--- src/rtl/core/mst_pkg.sv ---
`timescale 1ns / 1ps
// ----------------------------------------------------------------------------
// mst_pkg
// Shared types and constants for the multitouch slot tracker.
// ----------------------------------------------------------------------------
package mst_pkg;

    localparam int SLOT_COUNT  = 16;
    localparam int MAX_RESULTS = 16;
    localparam int IDX_W       = (SLOT_COUNT > 1) ? $clog2(SLOT_COUNT) : 1;
    localparam int RPT_W       = $clog2(SLOT_COUNT + 1);
    localparam int N_W         = $clog2(MAX_RESULTS + 1);
    localparam int CFG_W       = 5;

    localparam logic FUNC_REPORT = 1'b0;
    localparam logic FUNC_END    = 1'b1;

    typedef enum logic [1:0] {
        PHASE_DOWN = 2'd0,
        PHASE_MOVE = 2'd1,
        PHASE_UP   = 2'd2
    } phase_t;

    typedef enum logic [2:0] {
        ST_IDLE,
        ST_SCAN,
        ST_LIFT,
        ST_EMIT,
        ST_CLEAR
    } state_t;

    typedef struct packed {
        logic        func;
        logic [31:0] finger_id;
        logic [15:0] x_pos;
        logic [15:0] y_pos;
    } in_req_t;

    typedef struct packed {
        logic [3:0]  slot_index;
        logic [31:0] raw_finger_id;
        logic [15:0] x_out;
        logic [15:0] y_out;
        logic [1:0]  phase;
        logic        any_down;
        logic        last_of_frame;
    } out_rsp_t;

    // command from the sequencer to the slot store
    typedef struct packed {
        logic             wr_en;
        logic             alloc;
        logic [IDX_W-1:0] wr_idx;
        logic [31:0]      raw_id;
        logic [15:0]      x;
        logic [15:0]      y;
        logic             lift;
        logic             clear;
    } store_cmd_t;

    typedef struct packed {
        logic        used;
        logic        is_new;
        logic        lifted;
        logic [31:0] raw_id;
        logic [15:0] x;
        logic [15:0] y;
    } store_rd_t;

    typedef struct packed {
        logic [SLOT_COUNT-1:0] used_vec;
        logic                  any_down;
    } store_stat_t;

endpackage

--- src/rtl/core/multitouch_slot_tracker_top.sv ---
`timescale 1ns / 1ps
// ----------------------------------------------------------------------------
// multitouch_slot_tracker_top
// Maps raw finger ids to stable slots and reports the slots at end of frame.
// ----------------------------------------------------------------------------
//  channel | signals                     | carries
//  --------+-----------------------------+---------------------------------
//  in      | in_valid, in_ready, in_data | finger report or end of frame
//  out     | out_valid, out_ready, out_data | slot entries at end of frame
//  cfg     | cfg_we, cfg_data            | max_reported, reset value 16
//
//  a finger report after acceptance compares one slot per cycle on the
//  shared id comparator, stopping at a match; a report past the frame
//  limit is dropped at acceptance and the block stays idle
//  end of frame does lift marking, walks the slots one a cycle through the
//  store read port unless out_ready stalls an entry, stops at the cap, then releases
//  in_ready is low while a request is in progress; out has its own register
//  reset clears all slot flags and the frame report count
// ----------------------------------------------------------------------------
module multitouch_slot_tracker_top
(
    input  logic                        clk,
    input  logic                        rst_n,
    input  logic                        in_valid,
    output logic                        in_ready,
    input  mst_pkg::in_req_t            in_data,
    output logic                        out_valid,
    input  logic                        out_ready,
    output mst_pkg::out_rsp_t           out_data,
    input  logic                        cfg_we,
    input  logic [mst_pkg::CFG_W-1:0]   cfg_data
);

    mst_pkg::state_t              state_reg,      state_next;
    logic [mst_pkg::IDX_W-1:0]    idx_reg,        idx_next;
    logic                         free_found_reg, free_found_next;
    logic [mst_pkg::IDX_W-1:0]    free_idx_reg,   free_idx_next;
    mst_pkg::in_req_t             req_reg,        req_next;
    logic [mst_pkg::RPT_W-1:0]    rpt_cnt_reg,    rpt_cnt_next;
    logic [mst_pkg::N_W-1:0]      n_reg,          n_next;
    logic [mst_pkg::CFG_W-1:0]    max_rep_reg;
    logic                         out_valid_reg,  out_valid_next;
    mst_pkg::out_rsp_t            out_data_reg,   out_data_next;

    mst_pkg::store_cmd_t          cmd;
    mst_pkg::store_rd_t           rd;
    mst_pkg::store_stat_t         stat;

    logic [mst_pkg::N_W-1:0]      cap;
    logic                         in_acc;
    logic                         out_free;
    logic                         idx_last;
    logic                         later_used;
    logic                         id_hit;

    mst_slot_store u_store
    (
        .clk     (clk),
        .rst_n   (rst_n),
        .cmd     (cmd),
        .rd_idx  (idx_reg),
        .mem_idx (idx_next),
        .rd      (rd),
        .stat    (stat)
    );

    assign in_ready = (state_reg == mst_pkg::ST_IDLE);
    assign in_acc   = in_valid && in_ready;
    assign out_free = !out_valid_reg || out_ready;
    assign idx_last = (idx_reg == mst_pkg::IDX_W'(mst_pkg::SLOT_COUNT - 1));
    assign id_hit   = rd.used && (rd.raw_id == req_reg.finger_id);

    assign cap = (max_rep_reg > mst_pkg::CFG_W'(mst_pkg::MAX_RESULTS))
               ? mst_pkg::N_W'(mst_pkg::MAX_RESULTS)
               : mst_pkg::N_W'(max_rep_reg);

    // any used slot above the one being looked at
    always_comb
    begin
        later_used = 1'b0;
        for (int i = 0; i < mst_pkg::SLOT_COUNT; i++)
        begin
            if (stat.used_vec[i] && (mst_pkg::IDX_W'(i) > idx_reg))
            begin
                later_used = 1'b1;
            end
        end
    end

    always_comb
    begin
        state_next      = state_reg;
        idx_next        = idx_reg;
        free_found_next = free_found_reg;
        free_idx_next   = free_idx_reg;
        req_next        = req_reg;
        rpt_cnt_next    = rpt_cnt_reg;
        n_next          = n_reg;
        out_data_next   = out_data_reg;
        out_valid_next  = out_valid_reg && !out_ready;
        cmd             = '0;
        cmd.raw_id      = req_reg.finger_id;
        cmd.x           = req_reg.x_pos;
        cmd.y           = req_reg.y_pos;
        cmd.wr_idx      = idx_reg;

        case (state_reg)
            mst_pkg::ST_IDLE:
            begin
                idx_next        = '0;
                free_found_next = 1'b0;
                n_next          = '0;
                if (in_acc)
                begin
                    req_next = in_data;
                    if (in_data.func == mst_pkg::FUNC_END)
                    begin
                        state_next = mst_pkg::ST_LIFT;
                    end
                    else if (rpt_cnt_reg < mst_pkg::RPT_W'(mst_pkg::SLOT_COUNT))
                    begin
                        rpt_cnt_next = rpt_cnt_reg + 1'b1;
                        state_next   = mst_pkg::ST_SCAN;
                    end
                end
            end

            mst_pkg::ST_SCAN:
            begin
                if (!rd.used && !free_found_reg)
                begin
                    free_found_next = 1'b1;
                    free_idx_next   = idx_reg;
                end
                if (id_hit)
                begin
                    cmd.wr_en  = 1'b1;
                    state_next = mst_pkg::ST_IDLE;
                end
                else if (idx_last)
                begin
                    // new finger takes the lowest free slot, or is dropped
                    if (free_found_reg || !rd.used)
                    begin
                        cmd.wr_en  = 1'b1;
                        cmd.alloc  = 1'b1;
                        cmd.wr_idx = free_found_reg ? free_idx_reg : idx_reg;
                    end
                    state_next = mst_pkg::ST_IDLE;
                end
                else
                begin
                    idx_next = idx_reg + 1'b1;
                end
            end

            mst_pkg::ST_LIFT:
            begin
                cmd.lift   = 1'b1;
                state_next = mst_pkg::ST_EMIT;
            end

            mst_pkg::ST_EMIT:
            begin
                if (n_reg == cap)
                begin
                    state_next = mst_pkg::ST_CLEAR;
                end
                else if (!rd.used || out_free)
                begin
                    if (rd.used)
                    begin
                        out_valid_next              = 1'b1;
                        out_data_next.slot_index    = 4'(idx_reg);
                        out_data_next.raw_finger_id = rd.raw_id;
                        out_data_next.x_out         = rd.x;
                        out_data_next.y_out         = rd.y;
                        out_data_next.phase         = rd.lifted ? mst_pkg::PHASE_UP
                                                    : (rd.is_new ? mst_pkg::PHASE_DOWN
                                                                 : mst_pkg::PHASE_MOVE);
                        out_data_next.any_down      = stat.any_down;
                        out_data_next.last_of_frame = ((n_reg + 1'b1) == cap) || !later_used;
                        n_next                      = n_reg + 1'b1;
                    end
                    if (idx_last)
                    begin
                        state_next = mst_pkg::ST_CLEAR;
                    end
                    else
                    begin
                        idx_next = idx_reg + 1'b1;
                    end
                end
            end

            mst_pkg::ST_CLEAR:
            begin
                cmd.clear    = 1'b1;
                rpt_cnt_next = '0;
                state_next   = mst_pkg::ST_IDLE;
            end

            default:
            begin
                state_next = mst_pkg::ST_IDLE;
            end
        endcase
    end

    always_ff @(posedge clk or negedge rst_n)
    begin
        if (!rst_n)
        begin
            state_reg      <= mst_pkg::ST_IDLE;
            idx_reg        <= '0;
            free_found_reg <= 1'b0;
            rpt_cnt_reg    <= '0;
            n_reg          <= '0;
            max_rep_reg    <= mst_pkg::CFG_W'(mst_pkg::MAX_RESULTS);
            out_valid_reg  <= 1'b0;
        end
        else
        begin
            state_reg      <= state_next;
            idx_reg        <= idx_next;
            free_found_reg <= free_found_next;
            rpt_cnt_reg    <= rpt_cnt_next;
            n_reg          <= n_next;
            out_valid_reg  <= out_valid_next;
            if (cfg_we)
            begin
                max_rep_reg <= cfg_data;
            end
        end
    end

    always_ff @(posedge clk)
    begin
        free_idx_reg <= free_idx_next;
        req_reg      <= req_next;
        out_data_reg <= out_data_next;
    end

    assign out_valid = out_valid_reg;
    assign out_data  = out_data_reg;

endmodule

--- src/rtl/core/mst_slot_store.sv ---
`timescale 1ns / 1ps
// ----------------------------------------------------------------------------
// mst_slot_store
// Per-slot finger id, coordinates and frame flags, read at one slot a cycle.
// ----------------------------------------------------------------------------
module mst_slot_store
(
    input  logic                          clk,
    input  logic                          rst_n,
    input  mst_pkg::store_cmd_t           cmd,
    input  logic [mst_pkg::IDX_W-1:0]     rd_idx,
    input  logic [mst_pkg::IDX_W-1:0]     mem_idx,
    output mst_pkg::store_rd_t            rd,
    output mst_pkg::store_stat_t          stat
);

    logic [31:0] raw_id_mem [mst_pkg::SLOT_COUNT];
    logic [15:0] x_mem      [mst_pkg::SLOT_COUNT];
    logic [15:0] y_mem      [mst_pkg::SLOT_COUNT];

    logic [31:0] raw_id_rd_reg;
    logic [15:0] x_rd_reg;
    logic [15:0] y_rd_reg;

    logic [mst_pkg::SLOT_COUNT-1:0] used_reg,   used_next;
    logic [mst_pkg::SLOT_COUNT-1:0] seen_reg,   seen_next;
    logic [mst_pkg::SLOT_COUNT-1:0] new_reg,    new_next;
    logic [mst_pkg::SLOT_COUNT-1:0] lifted_reg, lifted_next;

    // payload is always written on allocation before it can be read
    // mem_idx is the slot the sequencer looks at next cycle, so the registered
    // read lines up with rd_idx
    always_ff @(posedge clk)
    begin
        if (cmd.wr_en)
        begin
            x_mem[cmd.wr_idx] <= cmd.x;
            y_mem[cmd.wr_idx] <= cmd.y;
            if (cmd.alloc)
            begin
                raw_id_mem[cmd.wr_idx] <= cmd.raw_id;
            end
        end
        raw_id_rd_reg <= raw_id_mem[mem_idx];
        x_rd_reg      <= x_mem[mem_idx];
        y_rd_reg      <= y_mem[mem_idx];
    end

    always_comb
    begin
        used_next   = used_reg;
        seen_next   = seen_reg;
        new_next    = new_reg;
        lifted_next = lifted_reg;
        if (cmd.wr_en)
        begin
            seen_next[cmd.wr_idx] = 1'b1;
            if (cmd.alloc)
            begin
                used_next[cmd.wr_idx] = 1'b1;
                new_next[cmd.wr_idx]  = 1'b1;
            end
        end
        if (cmd.lift)
        begin
            lifted_next = lifted_reg | (used_reg & ~seen_reg);
        end
        if (cmd.clear)
        begin
            used_next   = used_reg & ~lifted_reg;
            lifted_next = '0;
            seen_next   = '0;
            new_next    = '0;
        end
    end

    always_ff @(posedge clk or negedge rst_n)
    begin
        if (!rst_n)
        begin
            used_reg   <= '0;
            seen_reg   <= '0;
            new_reg    <= '0;
            lifted_reg <= '0;
        end
        else
        begin
            used_reg   <= used_next;
            seen_reg   <= seen_next;
            new_reg    <= new_next;
            lifted_reg <= lifted_next;
        end
    end

    assign rd.used   = used_reg[rd_idx];
    assign rd.is_new = new_reg[rd_idx];
    assign rd.lifted = lifted_reg[rd_idx];
    assign rd.raw_id = raw_id_rd_reg;
    assign rd.x      = x_rd_reg;
    assign rd.y      = y_rd_reg;

    assign stat.used_vec = used_reg;
    assign stat.any_down = |(used_reg & ~lifted_reg);

endmodule

--- config.mk ---
export PLATFORM = sky130hd
export DESIGN_NAME = multitouch_slot_tracker_top
export DESIGN_NICKNAME = d
export VERILOG_FILES = /design/src/rtl/core/mst_pkg.sv /design/src/rtl/core/multitouch_slot_tracker_top.sv /design/src/rtl/core/mst_slot_store.sv
export SDC_FILE = /design/constraint.sdc
export NUM_CORES = 2
export LEC_CHECK = 0
export BUFFER_PORTS_ARGS = -buffer_cell sky130_fd_sc_hd__clkbuf_2
export CAP_MARGIN = 20
export CORE_AREA = 2 2 342 344
export DETAILED_ROUTE_END_ITERATION = 8
export DIE_AREA = 0 0 344 346
export PLACE_DENSITY = 0.67
export SLEW_MARGIN = 5
export SYNTH_ARGS = -nofsm -noshare
export SYNTH_HDL_FRONTEND = slang
export SYNTH_SLANG_ARGS = --single-unit
--- constraint.sdc ---
create_clock -name clk -period 6.43 [get_ports clk]
set_clock_uncertainty 0.1 [all_clocks]
set_input_delay 0 -clock clk [delete_from_list [all_inputs] [get_ports clk]]
set_output_delay 0 -clock clk [all_outputs]
set_load 0.05 [all_outputs]
==> impl_metrics.tcl <==
set metrics [dict create \
    status "finished, final reports clean" \
    cts_max_level 4 \
    core_area_um2 115400 \
    yosysSeqAreaShare 0.7476 \
    period_share 0.8559 \
    synth_nets 3440 \
    tightest_slew_ns 1.152 \
    drt_wl_total_um 150500 \
    synth_commonest_cells "1164 x edfxtp_1, 263 x nand3_1, 253 x o21ai_0" \
    cp_max_fo 29 \
    clkLatencyLatePin_ns 0.76 \
    vias 33270 \
    antennaDiodeCount 0 \
    grt_first_pass_wirelength_um 218300 \
    gp_congestion 0.8639 \
    synthToLayoutAreaGrowth_pct 17.58 \
    cts_resized 0 \
    total_power_mw 29.99 \
    synth_area_um2 51410 \
    synth_most_common_cell "edfxtp_1" \
    gr-total-overflow 0 \
    ys_async_sr_fraction 0.06687 \
    synth_edf_count 1164 \
    setup_viol 0 \
    multi_input_area_um2 11650 \
    io_buffers 148 \
    synth.yosys.warnings 0 \
    fp-row-count 125 \
    antenna_found_initial 2 \
    post_drt_wl_per_cell_um 28.48 \
    nets 3730 \
    endpoint_kind "flip-flop" \
    critical_path_class "reg2reg" \
    cp.required_ns 6.92 \
    drv_slew 0 \
    synth_ff_type "edfxtp_1" \
    syn_avg_cell_area_um2 15.30 \
    synthCells 3360 \
    grt_pass1_vias 32590 \
    yosys.area.top_type "edfxtp_1" \
    path_clk_slew_ns 0.06 \
    io_pins 149 \
    grtUsageTotal 0.2493 \
    hold_class "in2reg" \
    regMostFlops "u_store.raw_id_mem" \
    firstDrtPassIters 6 \
    power.density_nw_per_um2 496.1 \
    initial_core_util 0.4454 \
    hpwlAfterDp_um 77870 \
    synth_top_cells_by_area "edfxtp_1 68%, dfrtp_1 4.2%, a211oi_1 2.8%" \
    hold_violations 0 \
    synth_seq_cells 1316 \
    cts_tree "yes" \
    die_height_um 346 \
    largest_registers "u_store.raw_id_mem x512, u_store.x_mem x256, u_store.y_mem x256" \
    cts_root_buf "clkbuf_16" \
    p_leak_nw 20.08 \
    fillers 9333 \
    fp.dieArea_um2 119000 \
    largest_reg_flops 512 \
    antenna_left 0 \
    slew-limit-headroom 0.2318 \
    timing.fmax_ghz 0.1817 \
    setup_tns_ns 0 \
    vias_per_cell 6.293 \
    fp.dieW_um 344 \
    min_period_ns 5.504 \
    clockBufferDepth 3 \
    synth_cell_type_count 92 \
    crit_slowest_cell "nor4_1" \
    route.detailed.drc 0 \
    synth_top_area_share 0.6799 \
    seqCellArea_um2 38440 \
    vdd_drop_max_v 0.0007891 \
    crit_arrival_ns 5.99 \
    cpPeakStageDelay_ns 0.79 \
    drtIter0Drc 4406 \
    rsz0062_at_grt "false" \
    crit_top_cell "nand4_1" \
    critical_path.startpoint_type "flip-flop" \
    cts_sinks 1316 \
    drive_gt1_frac 0.1499 \
    cts_inserted_buffers 137 \
    grt_max_degree 192 \
    maxCapViolCount 0 \
    path_cells "xor2_1 -> nor4_1 -> nand4_1 -> nor3_2 -> a221o_4 -> nor2_8 -> inv_4 -> buf_4 -> a211oi_1 -> a2111oi_0 -> nand4_1" \
]
## worst max-delay path, delay by kind of cell, from the launching register on
family	cells	cell delay [ns]
flops	1	0.61
buf+inv	2	1.06
xor+xnor	1	0.25
compound gates	3	1.15
simple gates	5	2.08
## cell families (layout without fill, tap and decap cells)
kind of cell | count (synthesis) | count (layout) | synth area share
simple gates | 688 | 688 | 0.07038
flops | 1316 | 1316 | 0.7476
xor+xnor | 42 | 42 | 0.007155
compound gates | 845 | 845 | 0.1191
buf+inv | 365 | 767 | 0.03266
mux | 99 | 99 | 0.02190
fa+ha+maj | 5 | 5 | 0.001217
## layout by cell type, fill, tap and decap left out, types with 84 or more instances in the layout
master	Yosys	layout
inv_1	101	101
dlygate4sd3_1	0	152
a211oi_1	193	193
nand3_1	263	263
nor3_1	198	198
a2111oi_0	120	120
dfrtp_1	87	87
o21ai_0	253	253
edfxtp_1	1164	1164
clkbuf_16	0	142
clkbuf_2	1	147
buf_4	14	84
## final cells by class
type	instances	area share
Multi-Input combinational cell	1679	0.1927
Sequential cell	1316	0.6359
Timing Repair Buffer	413	0.05746
Inverter	103	0.006478
Clock buffer	183	0.06365
Tap cell	1524	0.03154
Clock inverter	68	0.01234
## routing by layer
metal | track usage | routed length, um | share of wire | vias up
met2 | 0.3910 | 70280 | 0.47 | 2089
met5 | 0 | 13 | 0.000086 | -
li1 | - | - | - | 14030
met3 | 0.04485 | 15650 | 0.10 | 383
met4 | 0.1027 | 5972 | 0.040 | 2
met1 | 0.3436 | 58620 | 0.39 | 16760
## final timing paths
kind                                           from                        end  slack, ns  cells past startpoint
worst max-delay path                        cmd[46]  u_store.raw_id_rd_reg[14]       0.93                     11
max in group asynchronous                     rst_n                   n_reg[2]       5.00                      4
min in group asynchronous                     rst_n               state_reg[1]       0.51                      4
worst max register to register              cmd[46]  u_store.raw_id_rd_reg[14]       0.93                     11
worst min register to register  u_store.x_rd_reg[7]               out_data[27]       0.31                      0
worst min-delay path                         cfg_we             max_rep_reg[4]       0.05                      3
## repair_timing
action	CTS	global route
setup buffers	0	0
endpoints found under the hold margin	207	0
hold buffers	152	0
## power breakdown
part | internal (mW) | switching [mW] | leakage, nW
sequential | 10.2 | 0.682 | 12.2
clock | 4.78 | 3.29 | 2.25
combinational | 3.29 | 7.76 | 5.62
total | 18.3 | 11.7 | 20.1
## stage by stage
| stage | setup slack (ns) | utilization | std cells | instance area (um2) | hold slack, ns |
|---|---|---|---|---|---|
| after detailed placement | 1.087 | 0.4708 | 4883 | 54340 | -0.2339 |
| final | 0.9264 | 0.5237 | 5286 | 60450 | 0.04563 |
| after global routing | 0.7574 | 0.5237 | 5286 | 60450 | 0.04205 |
| after CTS | 1.073 | 0.5237 | 5286 | 60450 | 0.002008 |
| after floorplan | 1.032 | - | 3360 | 51410 | -0.3956 |
| after global placement | 0.7790 | 0.4705 | 4881 | 54310 | -0.2372 |
No activity file was read; power rests on OpenSTA's default activity.
